$ cat src/rtl/lila_pkg.sv
// Shared constants and types for the lowest-index lease allocator.
package lila_pkg;

  localparam int MAX_SERVERS = 128;
  localparam int IDX_W       = (MAX_SERVERS > 1) ? $clog2(MAX_SERVERS) : 1;
  localparam int CNT_W       = $clog2(MAX_SERVERS + 1);
  localparam int CFG_W       = 8;
  localparam int NEED_W      = 8;
  localparam int DUR_W       = 10;
  localparam int SUM_W       = 14;
  localparam int CMP_W       = (CFG_W > CNT_W) ? CFG_W : CNT_W;

  localparam logic [CFG_W-1:0] SERVER_COUNT_RST = CFG_W'(128);

  typedef enum logic [2:0] {
    ST_IDLE   = 3'b001,
    ST_SCAN   = 3'b010,
    ST_FINISH = 3'b100
  } lila_state_e;

  // Command broadcast to every cell of the ring; at most one bit is set.
  typedef struct packed {
    logic tick;
    logic shift;
    logic commit;
    logic clear;
  } lila_op_t;

endpackage

$ cat src/rtl/lila_ctrl.sv
// Sequencer: takes requests, scans the ring head, and holds the result register.
module lila_ctrl (
  input  logic                        clk_i,
  input  logic                        rst_ni,
  input  logic                        cfg_we_i,
  input  logic [lila_pkg::CFG_W-1:0]  cfg_wdata_i,
  input  logic                        in_valid_i,
  output logic                        in_ready_o,
  input  logic                        in_action_i,
  input  logic [lila_pkg::NEED_W-1:0] in_needed_i,
  input  logic [lila_pkg::DUR_W-1:0]  in_dur_i,
  input  logic [lila_pkg::DUR_W-1:0]  head_cnt_i,
  input  logic                        head_mark_i,
  output logic                        tail_mark_o,
  output lila_pkg::lila_op_t          op_o,
  output logic [lila_pkg::DUR_W-1:0]  dur_o,
  output logic                        out_valid_o,
  input  logic                        out_ready_i,
  output logic                        out_granted_o,
  output logic [lila_pkg::SUM_W-1:0]  out_sum_o
);
  import lila_pkg::*;

  lila_state_e      state_q, state_d;
  logic [CFG_W-1:0] server_count_q;
  logic [IDX_W-1:0] idx_q, idx_d;
  logic [NEED_W-1:0] left_q, left_d;
  logic [SUM_W-1:0] sum_q, sum_d;
  logic [DUR_W-1:0] dur_q;
  logic [CMP_W-1:0] count_eff;
  logic             accept, take, fin_go, granted;
  logic             out_valid_q, out_granted_q;
  logic [SUM_W-1:0] out_sum_q;

  assign count_eff = (CMP_W'(server_count_q) > CMP_W'(MAX_SERVERS)) ?
                     CMP_W'(MAX_SERVERS) : CMP_W'(server_count_q);

  assign in_ready_o = (state_q == ST_IDLE);
  assign accept     = in_valid_i && in_ready_o;
  // Only cells inside the pool and still free are taken, lowest index first.
  assign take       = (state_q == ST_SCAN) && (CMP_W'(idx_q) < count_eff) &&
                      (head_cnt_i == '0) && (left_q != '0);
  assign fin_go     = (state_q == ST_FINISH) && (!out_valid_q || out_ready_i);
  assign granted    = (left_q == '0);

  assign tail_mark_o = head_mark_i | take;
  assign dur_o       = dur_q;

  always_comb begin
    op_o.tick   = accept && !in_action_i;
    op_o.shift  = (state_q == ST_SCAN);
    op_o.commit = fin_go && granted;
    op_o.clear  = fin_go && !granted;
  end

  always_comb begin
    state_d = state_q;
    idx_d   = idx_q;
    left_d  = left_q;
    sum_d   = sum_q;
    unique case (state_q)
      ST_IDLE: begin
        if (accept && in_action_i) begin
          state_d = ST_SCAN;
          idx_d   = '0;
          left_d  = in_needed_i;
          sum_d   = '0;
        end
      end
      ST_SCAN: begin
        if (take) begin
          left_d = left_q - NEED_W'(1);
          sum_d  = sum_q + SUM_W'(idx_q) + SUM_W'(1);
        end
        idx_d = idx_q + IDX_W'(1);
        if (idx_q == IDX_W'(MAX_SERVERS - 1)) state_d = ST_FINISH;
      end
      ST_FINISH: begin
        if (fin_go) state_d = ST_IDLE;
      end
      default: state_d = ST_IDLE;
    endcase
  end

  always_ff @(posedge clk_i or negedge rst_ni) begin
    if (!rst_ni) begin
      state_q        <= ST_IDLE;
      server_count_q <= SERVER_COUNT_RST;
      idx_q          <= '0;
      left_q         <= '0;
      sum_q          <= '0;
      out_valid_q    <= 1'b0;
    end else begin
      state_q <= state_d;
      idx_q   <= idx_d;
      left_q  <= left_d;
      sum_q   <= sum_d;
      if (cfg_we_i) server_count_q <= cfg_wdata_i;
      if (fin_go) begin
        out_valid_q <= 1'b1;
      end else if (out_ready_i) begin
        out_valid_q <= 1'b0;
      end
    end
  end

  always_ff @(posedge clk_i) begin
    if (accept && in_action_i) dur_q <= in_dur_i;
    if (fin_go) begin
      out_granted_q <= granted;
      out_sum_q     <= granted ? sum_q : '0;
    end
  end

  assign out_valid_o   = out_valid_q;
  assign out_granted_o = out_granted_q;
  assign out_sum_o     = out_sum_q;

`ifndef SYNTHESIS
  a_idle_idx_zero: assert property (@(posedge clk_i) disable iff (!rst_ni)
    (state_q == ST_IDLE && !accept) |=> (state_q != ST_SCAN || idx_q == '0))
    else $error("scan did not start at the ring head");
  a_head_unmarked: assert property (@(posedge clk_i) disable iff (!rst_ni)
    (state_q == ST_SCAN) |-> !head_mark_i)
    else $error("marked cell reached the head during a scan");
  a_finish_idle: assert property (@(posedge clk_i) disable iff (!rst_ni)
    fin_go |=> (state_q == ST_IDLE && out_valid_q))
    else $error("finish did not post a result");
  a_refuse_zero: assert property (@(posedge clk_i) disable iff (!rst_ni)
    (out_valid_q && !out_granted_q) |-> (out_sum_q == '0))
    else $error("refused request carries a nonzero sum");
`endif

endmodule

$ cat config.mk
export PLATFORM = sky130hd
export DESIGN_NAME = lila_ctrl
export DESIGN_NICKNAME = d
export VERILOG_FILES = /design/src/rtl/lila_pkg.sv /design/src/rtl/lila_ctrl.sv
export SDC_FILE = /design/constraint.sdc
export NUM_CORES = 1
export LEC_CHECK = 0
export ABC_AREA = 1
export BUFFER_PORTS_ARGS = -buffer_cell sky130_fd_sc_hd__buf_2
export CAP_MARGIN = 0
export CORE_MARGIN = 1.5
export CORE_UTILIZATION = 40
export CTS_BUF_LIST = sky130_fd_sc_hd__clkbuf_2 sky130_fd_sc_hd__clkbuf_4 sky130_fd_sc_hd__clkbuf_8
export CTS_CLUSTER_DIAMETER = 120
export DETAILED_ROUTE_END_ITERATION = 10
export SKIP_CTS_REPAIR_TIMING = 1
export SLEW_MARGIN = 20
export SYNTH_ARGS = -nofsm -noshare
export SYNTH_HDL_FRONTEND = slang
export SYNTH_SLANG_ARGS = --single-unit
$ cat constraint.sdc
create_clock -name clk_i -period 2.7 [get_ports clk_i]
set_input_delay 0.405 -clock clk_i [delete_from_list [all_inputs] [get_ports clk_i]]
set_output_delay 0.405 -clock clk_i [all_outputs]
set_load 0.02 [all_outputs]
==> summary.md <==
| Metric | Value |
|---|---|
| Outcome | `finished, final reports clean` |
| Largest net degree at the start of global routing | `42` |
| Multiplexer share of the synthesized area | `around 1.6%` |
| DRC viols | `0` |
| Area fraction of the dominant cell type after synthesis | `between 20% and 30%` |
| Die ar. | `~9500 um2` |
| Max_cap viols | `0` |
| Power density cells | `about 720 nW/um2` |
| Layout Area Growth over Synthesis | `21.8%` |
| Worst r2r path cells | `13` |
| Post-synth EDFFs | `25` |
| Worst-margin pin slew | `about 960 ps` |
| Worst path required time | `between 2000 and 2500 ps` |
| Critical R2R Capture | `left_q[2]$_DFFE_PN0P_` |
| Vias | `a little under 3000` |
| H-tree depth | `3` |
| Clock network fraction of total power | `26.7%` |
| Synth Area in Compound Gates | `roughly 5.8%` |
| Synth Cell Area | `approximately 3600 um2` |
| Post-placement setup slack | `approximately 300 ps` |
| Core Area | `8680 um2` |
| Distinct cells, synth | `39` |
| Critical path endpoint category | `output port` |
| Crit Path Max Fanout | `6` |
| TritonCTS buffer count | `9` |
| TritonCTS clock tree | `yes` |
| Clock Skews | `11.3 ps` |
| Fmax | `between 300 and 400 MHz` |
| DRT antenna net count | `0` |
| Clock root buffer master | `clkbuf_8` |
| Worst setup path class | `flip-flop to output port` |
| Multi-input logic area | `approximately 1600 um2` |
| Clk sinks | `66` |
| R2R Setup Slk | `approximately 500 ps` |
| Ant diodes | `0` |
| Boundary Pins | `between 70 and 80` |
| Fillers | `about 850` |
| Sequential Power Share | `~43%` |
| Number of global-route vias before repair | `2953` |
| Detailed Route Iter0 Violations | `between 100 and 150` |
| Async SR Flop Fraction | `just over 60%` |
| Setup ws final | `between 100 and 150 ps` |
| Max-slew headroom | `a little over a third` |
| FP Rows | `34` |
| Seq. cell area | `1780 um2` |
| Drt via density | `roughly 5` |
| Seq/Total Area, Yosys | `49.9%` |
| Flops & latches, synth | `66` |
| Worst ir drop on vdd | `roughly 0.27 mV` |
| Global-route wire length before repair | `roughly 14 mm` |
| Die H | `97.4 um` |
| Post-Syn Nets | `between 400 and 500` |
| Main synth FF type | `dfrtp_1` |
| Synth warnings | `0` |
| Count leader, synth | `nand2_1` |
| WL final | `~8 mm` |
| Routability cong. | `around 0.82` |
| Post-route insts no fill | `610` |
| Synth Area in Simple Gates | `roughly 27%` |
| Layout cells sized above 1 | `around a quarter` |
| DR pass1 iterations | `4` |
| Syn avg cell area | `between 8 and 9 um2` |
| Unrepaired setup endpoints after global routing | `true` |
| Placed Cells | `slightly below 600` |
| Initial cell density of the core | `just over 40%` |
| Lkg Pwr | `roughly 2.1 nW` |
| Sw Ratio | `36.4%` |
| Worst R2R Start | `server_count_q[2]$_DFFE_PN0P_` |
| Largest area contributor in the netlist | `dfrtp_1` |
| Worst EP arrival | `2160 ps` |
| Final HPWL DP | `5.83 mm` |
| Post-Syn Instances | `a little over 400` |
| Clock slew seen by the registers of the worst setup and hold paths | `80 ps` |
| Endpoints failing setup | `0` |
| Pint | `roughly 0.0020 W` |
| Min Clock Period, post-route | `2570 ps` |
| Global-route usage over all layers | `between 15 and 20%` |
| Die width | `approximately 97 um` |
| Total net switching power | `0.00114 W` |
| Slew Viols, Final | `0` |
| Worst hold-check path type | `input pin to asynchronous set/reset pin` |
| Comb power frac | `30.3%` |
| Total Nets Final | `around 560` |
| CP startpoint kind | `flip-flop` |
| Area contributors post-synth | `dfrtp_1, edfxtp_1, nand2_1` |
| Drt wl/cell | `13.1 um` |
| Final hold viol count | `0` |
| Clk buf depth | `2` |
| Xor/xnor share of the synthesized area | `roughly 2.7%` |
| Post-Synth Adder-Cell Area | `6.17%` |
| Worst skew pair latency | `around 340 ps` |
| Congestion Overflow GR | `0` |
| Port Buffers | `74` |
| Most frequent cells after synthesis | `nand2_1, inv_1, nor2_1` |
| Period utilization | `95.2%` |
| Main combinational cell family by area after synthesis | `simple AND/OR/NAND/NOR gates` |
| Antenna violations before repair | `0` |
metal layers:
layer / track usage, % / wire length, um / vias up
met1: 23.7 / 3720 / 1386
met2: 29.3 / 3800 / 71
met5: 0 / 0 / -
li1: - / - / 1512
met3: 4.53 / 359 / 9
met4: 4.95 / 129 / 0
area by class of cell:
type | count | share of cell area (%)
flip-flops and latches | 66 | 40.9
multi-input cells | 286 | 36.7
repair buffers | 84 | 10.3
inverters | 50 | 4.32
well taps | 108 | 3.11
clock buffers | 9 | 2.85
clock inverters | 7 | 1.76
worst max-delay path: stages (launching register included):
cell and delay [ps]:
dfrtp_1 400, nor2_1 100, nand2_1 100, o21ai_4 230
nand2_1 130, ha_4 230, nand3_1 90, nand3_1 120
nor2_4 180, nand2_4 70, nand2_1 60, buf_4 130
worst max-delay path by stage:
stage                                        from           to  depth (start not counted)
CTS                 server_count_q[4]$_DFFE_PN0P_  tail_mark_o                         11
global route        server_count_q[2]$_DFFE_PN0P_  tail_mark_o                         13
floorplan           server_count_q[4]$_DFFE_PN0P_  tail_mark_o                         11
detailed placement  server_count_q[4]$_DFFE_PN0P_  tail_mark_o                         11
global placement    server_count_q[4]$_DFFE_PN0P_  tail_mark_o                         11
finish              server_count_q[2]$_DFFE_PN0P_  tail_mark_o                         11
cell usage in the layout, fill, tap and decap left out, drive strengths merged, types with 2 or more instances in the layout:
| cell type | synthesis | layout |
|---|---|---|
| a21oi | 9 | 9 |
| buf | 4 | 84 |
| clkbuf | 6 | 9 |
| clkinv | 1 | 3 |
| clkinvlp | 0 | 2 |
| dfrtp | 39 | 39 |
| dfstp | 2 | 2 |
| edfxtp | 25 | 25 |
| ha | 16 | 16 |
| inv | 49 | 51 |
| mux2 | 5 | 5 |
| nand2 | 111 | 111 |
| nand3 | 43 | 43 |
| nand3b | 2 | 2 |
| nand4 | 3 | 3 |
| nor2 | 48 | 48 |
| nor3 | 4 | 4 |
| nor3b | 2 | 2 |
| nor4 | 2 | 2 |
| o21a | 3 | 3 |
| o21ai | 20 | 20 |
| xnor2 | 2 | 2 |
| xor2 | 9 | 9 |
through the flow:
stage | TNS, ps | total power (W) | cell area, um2 | hold WS, ps | util (%)
2_1_floorplan | 0 | 0.00201 | 3570 | 109 | -
3_3_place_gp | 0 | 0.00227 | 4060 | 492 | 46.8
3_5_place_dp | 0 | 0.00231 | 4060 | 501 | 46.8
4_1_cts | -99.2 | 0.00315 | 4260 | 226 | 49.1
5_1_grt | -28.6 | 0.00336 | 4350 | 214 | 50.1
6_report | 0 | 0.00313 | 4350 | 218 | 50.1
power by group through the flow:
stage	registers, W	logic, W	clock network (W)
6_report	0.00135	0.000950	0.000837
5_1_grt	0.00137	0.00108	0.000917
4_1_cts	0.00135	0.000947	0.000861
3_5_place_dp	0.00137	0.000941	0
3_3_place_gp	0.00136	0.000913	0
2_1_floorplan	0.00143	0.000571	0
logic make-up (layout without fill, tap and decap cells):
group,after synthesis,count (layout)
and+or+nand+nor,217,217
buffers and inverters,60,150
AOI/OAI and AO/OA,36,36
adders and majority gates,17,17
xor gates and xnor gates,11,11
muxes,5,5
DFF,66,66
registers in the layout, indices dropped and copies added (netlist names), 3 cells and up:
| signal | flops |
|---|---|
| state_q | 3 |
| out_sum_o | 14 |
| dur_o | 10 |
| left_q | 8 |
| server_count_q | 8 |
| sum_q | 14 |
| idx_q | 7 |
Power figures use the tool's default switching activity.
