==> src/rtl/lila_pkg.sv <==
// Shared constants and types for the lowest-index lease allocator.
package lila_pkg;

  localparam int MAX_SERVERS = 128;
  localparam int IDX_W       = (MAX_SERVERS > 1) ? $clog2(MAX_SERVERS) : 1;
  localparam int CNT_W       = $clog2(MAX_SERVERS + 1);
  localparam int CFG_W       = 8;
  localparam int NEED_W      = 8;
  localparam int DUR_W       = 10;
  localparam int SUM_W       = 14;
  localparam int CMP_W       = (CFG_W > CNT_W) ? CFG_W : CNT_W;

  localparam logic [CFG_W-1:0] SERVER_COUNT_RST = CFG_W'(128);

  typedef enum logic [2:0] {
    ST_IDLE   = 3'b001,
    ST_SCAN   = 3'b010,
    ST_FINISH = 3'b100
  } lila_state_e;

  // Command broadcast to every cell of the ring; at most one bit is set.
  typedef struct packed {
    logic tick;
    logic shift;
    logic commit;
    logic clear;
  } lila_op_t;

endpackage

==> src/rtl/lila_cell.sv <==
// One server cell: busy counter and tentative-grant mark, shifting along the ring.
module lila_cell (
  input  logic                      clk_i,
  input  logic                      rst_ni,
  input  lila_pkg::lila_op_t        op_i,
  input  logic [lila_pkg::DUR_W-1:0] dur_i,
  input  logic [lila_pkg::DUR_W-1:0] nxt_cnt_i,
  input  logic                      nxt_mark_i,
  output logic [lila_pkg::DUR_W-1:0] cnt_o,
  output logic                      mark_o
);
  import lila_pkg::*;

  logic [DUR_W-1:0] cnt_q, cnt_d;
  logic             mark_q, mark_d;

  always_comb begin
    cnt_d  = cnt_q;
    mark_d = mark_q;
    priority if (op_i.tick) begin
      if (cnt_q != '0) cnt_d = cnt_q - DUR_W'(1);
    end else if (op_i.shift) begin
      cnt_d  = nxt_cnt_i;
      mark_d = nxt_mark_i;
    end else if (op_i.commit) begin
      if (mark_q) cnt_d = dur_i;
      mark_d = 1'b0;
    end else if (op_i.clear) begin
      mark_d = 1'b0;
    end else begin
      cnt_d  = cnt_q;
      mark_d = mark_q;
    end
  end

  always_ff @(posedge clk_i or negedge rst_ni) begin
    if (!rst_ni) begin
      cnt_q  <= '0;
      mark_q <= 1'b0;
    end else begin
      cnt_q  <= cnt_d;
      mark_q <= mark_d;
    end
  end

  assign cnt_o  = cnt_q;
  assign mark_o = mark_q;

endmodule

==> config.mk <==
export PLATFORM = sky130hd
export DESIGN_NAME = lila_cell
export DESIGN_NICKNAME = d
export VERILOG_FILES = /design/src/rtl/lila_pkg.sv /design/src/rtl/lila_cell.sv
export SDC_FILE = /design/constraint.sdc
export NUM_CORES = 1
export LEC_CHECK = 0
export BUFFER_PORTS_ARGS = -buffer_cell sky130_fd_sc_hd__buf_2
export CAP_MARGIN = 5
export CORE_MARGIN = 2
export CORE_UTILIZATION = 50
export CTS_CLUSTER_SIZE = 30
export DETAILED_ROUTE_END_ITERATION = 8
export PLACE_DENSITY = 0.92
export SYNTH_ARGS = -nofsm -noshare
export SYNTH_HDL_FRONTEND = slang
export SYNTH_SLANG_ARGS = --single-unit
==> constraint.sdc <==
create_clock -name clk_i -period 3.1 [get_ports clk_i]
set_input_delay 0 -clock clk_i [delete_from_list [all_inputs] [get_ports clk_i]]
set_output_delay 0 -clock clk_i [all_outputs]
set_load 0.01 [all_outputs]
==> impl_metrics.py, run 1 <==
metrics = {
    "floorplan": {
        "die_w_um": 46.65,
        "core_um2": 1727,
        "io-pin-count": 38,
        "die-area_um2": 2176,
        "start_util_pct": 52.68,
        "die_y_um": 46.65,
        "rows": 15,
    },
    "power_and_ir_drop": {
        "switching_share_pct": 40.37,
        "power_frac_comb_pct": 38.0,
        "seqPwrFrac_pct": 42.6,
        "leakagePower_nw": 0.5250,
        "power_w": 0.0005366,
        "power.switching_w": 0.0002166,
        "ir_worst_vdd_v": 0.0002859,
        "clkPwrFrac_pct": 19.4,
        "p_per_area_nw_per_um2": 485.7,
        "p_int_w": 0.0003200,
    },
    "critical_path": {
        "start_kind": "flop",
        "path_class": "reg2reg",
        "cp-end-kind": "flop",
        "crit_fanout": 6,
        "cp.required_ns": 3.26,
        "arrival_ns": 2.34,
        "r2r_cells": 6,
    },
    "routing": {
        "drt-vias-per-instance": 6.151,
        "vias": 1021,
        "drtIter0Drc": 31,
        "first_pass_iters": 4,
        "drc": 0,
        "ant_nets": 0,
        "routed_wl_mm": 2.427,
        "wire_per_inst_um": 14.62,
    },
    "synth": {
        "synth_top_area_cell": "dfrtp_1",
        "synthTopCellsByCount": "nand2_1, dfrtp_1, nor2_1",
        "synthFlopType": "dfrtp_1",
        "yosys.cell_types.count": 41,
        "syn-mean-instance-area_um2": 8.663,
        "synth_async_sr_flop_share_pct": 100.0,
        "synth_edf_count": 0,
        "syn_inst": 105,
        "seq_area_frac_synth_pct": 30.26,
        "yosysMostFrequentCell": "nand2_1",
        "ys_ff_latch": 11,
        "synth_warnings": 0,
        "syn-cell-area_um2": 909.6,
        "synth_top_area_share_pct": 30.26,
        "synth_area_leaders": "dfrtp_1, mux2i_1, mux2_2, nand2_1, clkbuf_8",
        "syn_nets": 133,
    },
    "clock_tree": {
        "clock-sinks": 11,
        "path_clk_slew_ns": 0.08,
        "cts_made_buffers": 3,
        "cts_tree": "built",
        "cts_max_level": 1,
        "clk_latency_ns": 0.27,
        "cts_buffer_depth": 2,
        "postCtsResizedCells": 0,
        "root_buffer": "clkbuf_4",
        "cts_post_setup_buffers_inserted": 0,
    },
    "sta": {
        "slew_headroom_pct": 25.98,
        "hold_viol": 0,
        "setup_violations": 0,
        "period_share_pct": 70.36,
        "skew_ns": 0.0007215,
        "setup_tns_ns": 0,
        "rsz0062_at_grt": "false",
        "worst_pin_slew_ns": 1.104,
        "max_clock_freq_mhz": 458.5,
        "layout_min_cycle_time_ns": 2.181,
        "slew_viol_final": 0,
    },
    "grt": {
        "grt_pass1_wl_mm": 3.788,
        "globalRoute.totalOverflow": 0,
        "grt_max_degree": 24,
        "grt_pass1_vias": 900,
        "grt_use_total_pct": 24.20,
        "grt_antenna_before_repair": 0,
    },
    "cells_and_area": {
        "postLayoutCellArea_um2": 1105,
        "multiInputGateArea_um2": 544.3,
        "final.fill_count": 142,
        "area.growth.synth_to_final_pct": 21.46,
        "final_nets": 170,
        "drive_above_1_share_pct": 34.75,
        "regArea_um2": 275.3,
        "antenna_cells": 0,
        "instances_no_fill": 166,
    },
    "worst_hold_path": {
        "hp-class": "in2reg",
        "hold_depth": 4,
    },
    "placement": {
        "globalplace.congestion": 0.9216,
        "placedCellCount": 160,
        "place_hpwl_mm": 1.719,
        "dpl_cell_area_um2": 1059,
        "port_buffers": 37,
    },
    "run_status": {
        "status": "complete, no violations",
    },
    "run": {
        "maxCapViolCount": 0,
    },
}
[stage by stage]
step,util [%],worst slack [ns],hold WS (ns)
after floorplan,-,1.038,-0.2956
after CTS,63.99,0.9314,0.05398
after global placement,61.30,1.047,-0.1154
after detailed placement,61.30,0.9500,-0.1122
final,63.99,0.9188,0.05586
after global routing,63.99,0.8433,0.09570
[layout by cell type, fill, tap and decap left out, types with 2 or more instances in the layout]
cell	synthesis	routed
nand3_1	3	3
mux2_2	4	4
o211ai_1	2	2
dlygate4sd3_1	0	2
inv_1	6	6
nand4b_1	2	2
or3_1	2	2
nor4_1	2	2
mux2i_1	5	5
a21oi_1	2	2
nor3_1	4	4
buf_2	2	37
dfrtp_1	11	11
nand2_1	12	12
o21ai_0	8	8
clkbuf_4	0	3
a31oi_1	4	4
nor2_1	9	9
[worst max-delay path, cell delays in order, from the launching register on]
cell and delay, ns:
dfrtp_1 0.43, inv_1 0.08, ha_1 0.19, or3b_2 0.49, nor3_1 0.25, mux2_2 0.37, mux2_2 0.26
[final timing paths]
| kind | end | from | slack [ns] |
|---|---|---|---|
| setup reg to reg | cnt_o[6] | cnt_o[0] | 0.92 |
| max in group asynchronous | cnt_o[6] | rst_ni | 2.75 |
| hold reg to reg | cnt_o[1] | cnt_o[1] | 0.56 |
| min in group asynchronous | cnt_o[5] | rst_ni | 0.13 |
| setup / recovery | cnt_o[6] | cnt_o[0] | 0.92 |
| hold / removal | cnt_o[8] | nxt_cnt_i[8] | 0.06 |
[layout make-up]
| type | count | share of cell area [%] |
|---|---|---|
| multi-input combinational | 81 | 49.26 |
| inverter | 6 | 2.039 |
| timing repair buffer | 39 | 18.57 |
| tap | 25 | 2.831 |
| clock buffer | 4 | 2.378 |
| sequential | 11 | 24.92 |
[power by group through the flow]
stage | clock (W) | combinational (W) | sequential [W]
6_report | 0.000104 | 0.000204 | 0.000229
2_1_floorplan | 0 | 0.000138 | 0.000221
4_1_cts | 0.000103 | 0.000203 | 0.000225
3_3_place_gp | 0 | 0.000193 | 0.000221
5_1_grt | 0.000109 | 0.000226 | 0.000234
3_5_place_dp | 0 | 0.000200 | 0.000227
[registers in the layout, indices dropped and copies added (netlist names)]
register,count
cnt_o,10
mark_o,1
[routing by layer]
layer,up-vias,routed length [um],global-route usage [%]
li1,467,-,-
met1,471,1003,29.90
met2,70,1133,39.44
met5,-,0,0
met3,13,237,5.882
met4,0,53,11.11
[cells by family (layout without fill, tap and decap cells)]
family / after synthesis / in the layout / synth area share (%)
buf+inv: 13 / 49 / 9.903
simple gates: 41 / 41 / 23.93
compound gates: 30 / 30 / 24.07
fa+ha+maj: 1 / 1 / 1.375
flops: 11 / 11 / 30.26
mux: 9 / 9 / 10.45
[timing repair]
item | CTS | global route
hold buffers | 2 | 0
hold endpoints to repair | 12 | 0
endpoints found under the setup margin | 0 | 0
No activity file was read; power rests on OpenSTA's default activity.
==> run 2: changes to the inputs <==
--- a/config.mk
+++ b/config.mk
@@ -8,10 +8,10 @@
 export BUFFER_PORTS_ARGS = -buffer_cell sky130_fd_sc_hd__buf_2
 export CAP_MARGIN = 5
 export CORE_MARGIN = 2
-export CORE_UTILIZATION = 50
+export CORE_UTILIZATION = 42
 export CTS_CLUSTER_SIZE = 30
 export DETAILED_ROUTE_END_ITERATION = 8
-export PLACE_DENSITY = 0.92
+export PLACE_DENSITY = 0.83
 export SYNTH_ARGS = -nofsm -noshare
 export SYNTH_HDL_FRONTEND = slang
 export SYNTH_SLANG_ARGS = --single-unit
==> constraint.sdc (replaced) <==
create_clock -name clk_i -period 1.75 [get_ports clk_i]
set_input_delay 0 -clock clk_i [delete_from_list [all_inputs] [get_ports clk_i]]
set_output_delay 0 -clock clk_i [all_outputs]
set_load 0.01 [all_outputs]
==> run 2 against run 1 <==
Against the previous run:
- the flow now finishes with violations (negative setup slack)
- first-iteration DRC count shrank 6.5%
- maximum frequency increased by 15%
- register-to-register slack got worse by 1.1 ns
- die area rose by 17%
- clock power is 84% higher
- largest power group is now combinational cells
- global-route usage down 1.5 points
- highest routed layer unchanged
- largest cell class unchanged
- power increased by 110%
- design area grew 17%
- sequential power rose by 65%
==> impl_metrics.py, run 2 (same netlist as run 1, synthesis figures left out) <==
metrics = {
    "critical_path": {
        "critPathMaxStageDelay_ns": 0.40,
        "cpMostUsedCell": "mux2_4",
        "r2r_cells": 6,
        "reg2reg_slack_ns": -0.15,
        "cp-end-kind": "flop",
        "crit_slowest_cell": "dfrtp_1",
        "crit_fanout": 2,
        "path_class": "reg2reg",
        "path_cells": "inv_2 > ha_4 > or3b_4 > nor3_4 > mux2_4 > mux2_4",
        "start_kind": "flop",
        "reg2reg_to": "cnt_o[6]",
        "cp-startpoint": "cnt_o[0]",
        "arrival_ns": 2.07,
        "cp.required_ns": 1.92,
        "reg2reg_from": "cnt_o[0]",
    },
    "grt": {
        "globalRoute.totalOverflow": 0,
        "met2_usage_pct": 36.84,
        "use_met3_pct": 2.381,
        "grt_use_total_pct": 22.71,
        "grt_antenna_before_repair": 0,
        "use_met1_pct": 28.62,
        "grt_pass1_vias": 1008,
        "grt_busiest_layer": "met2",
        "grt_pass1_wl_mm": 4.381,
        "grt_max_degree": 14,
    },
    "sta": {
        "layout_min_cycle_time_ns": 1.895,
        "slew_headroom_pct": 63.45,
        "max_clock_freq_mhz": 527.7,
        "setup_tns_ns": -0.1955,
        "setup_violations": 3,
        "worst_pin_slew_ns": 0.5345,
        "hold_ws_ns": 0.04123,
        "layout_setup_ws_ns": -0.1451,
        "hold_viol": 0,
        "period_share_pct": 108.3,
        "rsz0062_at_grt": "true",
        "slew_viol_final": 0,
        "skew_ns": 0.004026,
    },
    "routing": {
        "first_pass_iters": 4,
        "vias": 1055,
        "routed_wl_mm": 2.783,
        "ant_nets": 0,
        "drtIter0Drc": 29,
        "drt-vias-per-instance": 5.703,
        "wire_per_inst_um": 15.04,
        "drc": 0,
    },
    "worst_hold_path": {
        "whs_endpoint": "cnt_o[8]",
        "hp-start": "nxt_cnt_i[8]",
        "hold_depth": 4,
        "hp-class": "in2reg",
    },
    "power_and_ir_drop": {
        "p_int_w": 0.0006821,
        "ir_worst_vdd_v": 0.0005587,
        "power_frac_comb_pct": 49.5,
        "p_per_area_nw_per_um2": 868.3,
        "power.switching_w": 0.0004424,
        "clkPwrFrac_pct": 17.0,
        "seqPwrFrac_pct": 33.6,
        "leakagePower_nw": 0.6269,
        "switching_share_pct": 39.34,
    },
    "cells_and_area": {
        "area.growth.synth_to_final_pct": 42.37,
        "final_common_cell": "buf_2",
        "final_nets": 187,
        "largest_reg_flops": 10,
        "drive_above_1_share_pct": 46.84,
        "instances_no_fill": 185,
        "antenna_cells": 0,
        "final_cell_mix": "buf_2, buf_4, nand2_1",
    },
    "run": {
        "maxCapViolCount": 0,
    },
    "placement": {
        "place_hpwl_mm": 2.046,
        "globalplace.congestion": 0.9212,
        "port_buffers": 37,
        "placedCellCount": 177,
    },
    "clock_tree": {
        "path_clk_slew_ns": 0.08,
        "cts_max_level": 1,
        "root_buffer": "clkbuf_4",
        "cts_tree": "built",
        "clock-sinks": 11,
        "cts_buffer_depth": 2,
        "cts_made_buffers": 3,
        "clk_latency_ns": 0.28,
    },
    "floorplan": {
        "start_util_pct": 45.44,
        "core_um2": 2002,
        "io-pin-count": 38,
        "rows": 16,
        "die_y_um": 50.54,
        "die_w_um": 50.54,
        "die-area_um2": 2554,
    },
    "run_status": {
        "status": "finished with violations",
        "violations": "negative setup slack",
    },
}
-- run 2: cell count changes in the layout (fill, tap and decap cells not counted), moves of 2 or more --
| cell | delta |
|---|---|
| buf_6 | +2 |
| inv_1 | -2 |
| buf_4 | +15 |
| inv_2 | +2 |
| mux2_2 | -2 |
| mux2_4 | +2 |
-- run 2: metrics by stage --
| step | setup WS [ns] | utilization (%) | total power, W | cell area, um^2 |
|---|---|---|---|---|
| floorplan | -0.1863 | - | 0.0006598 | 933.4 |
| global placement | -0.08364 | 59.81 | 0.0008559 | 1197 |
| detailed placement | -0.1322 | 59.81 | 0.0008786 | 1197 |
| CTS | -0.09192 | 62.69 | 0.001082 | 1255 |
| global route | -0.1847 | 64.69 | 0.001198 | 1295 |
| finish | -0.1451 | 64.69 | 0.001124 | 1295 |
-- run 2: cell type report --
| class | count | area [um^2] |
|---|---|---|
| Sequential cell | 11 | 275.3 |
| Clock buffer | 4 | 26.28 |
| Inverter | 6 | 22.52 |
| Timing Repair Buffer | 56 | 340.3 |
| Multi-Input combinational cell | 81 | 596.8 |
| Fill cell | 180 | 706.9 |
| Tap cell | 27 | 33.78 |
-- run 2: how the worst max path moves through the flow --
stage / end / cells after the start
after detailed placement: cnt_o[6] / 6
final: cnt_o[6] / 6
after global placement: cnt_o[6] / 6
after global routing: cnt_o[6] / 6
after floorplan: cnt_o[6] / 6
after CTS: cnt_o[6] / 6
-- run 2: metal layers --
layer,up-vias,routed length [um]
li1,500,-
met1,509,1255
met2,37,1317
met3,9,136
met4,0,73
met5,-,0
-- run 2: power by group through the flow --
stage	Sequential [W]	Clock [W]	Combinational (W)
2_1_floorplan	0.000395	0	0.000264
3_3_place_gp	0.000369	0	0.000487
3_5_place_dp	0.000375	0	0.000504
4_1_cts	0.000370	0.000195	0.000516
5_1_grt	0.000388	0.000206	0.000604
6_report	0.000378	0.000191	0.000556
-- run 2: timing repair --
| item | in CTS | in global routing |
|---|---|---|
| endpoints found under the hold margin | 12 | 0 |
| gates resized for setup | 1 | 9 |
| endpoints found under the setup margin | 4 | 8 |
| pin swaps | 4 | 3 |
| setup buffers | 1 | 1 |
| hold buffers | 2 | 0 |
-- run 2: critical path, delay by kind of cell, from the launching register on --
kind / cells / cell delay (ns)
DFF: 1 / 0.40
adders and majority gates: 1 / 0.13
and+or+nand+nor: 2 / 0.61
muxes: 2 / 0.57
buffers and inverters: 1 / 0.08
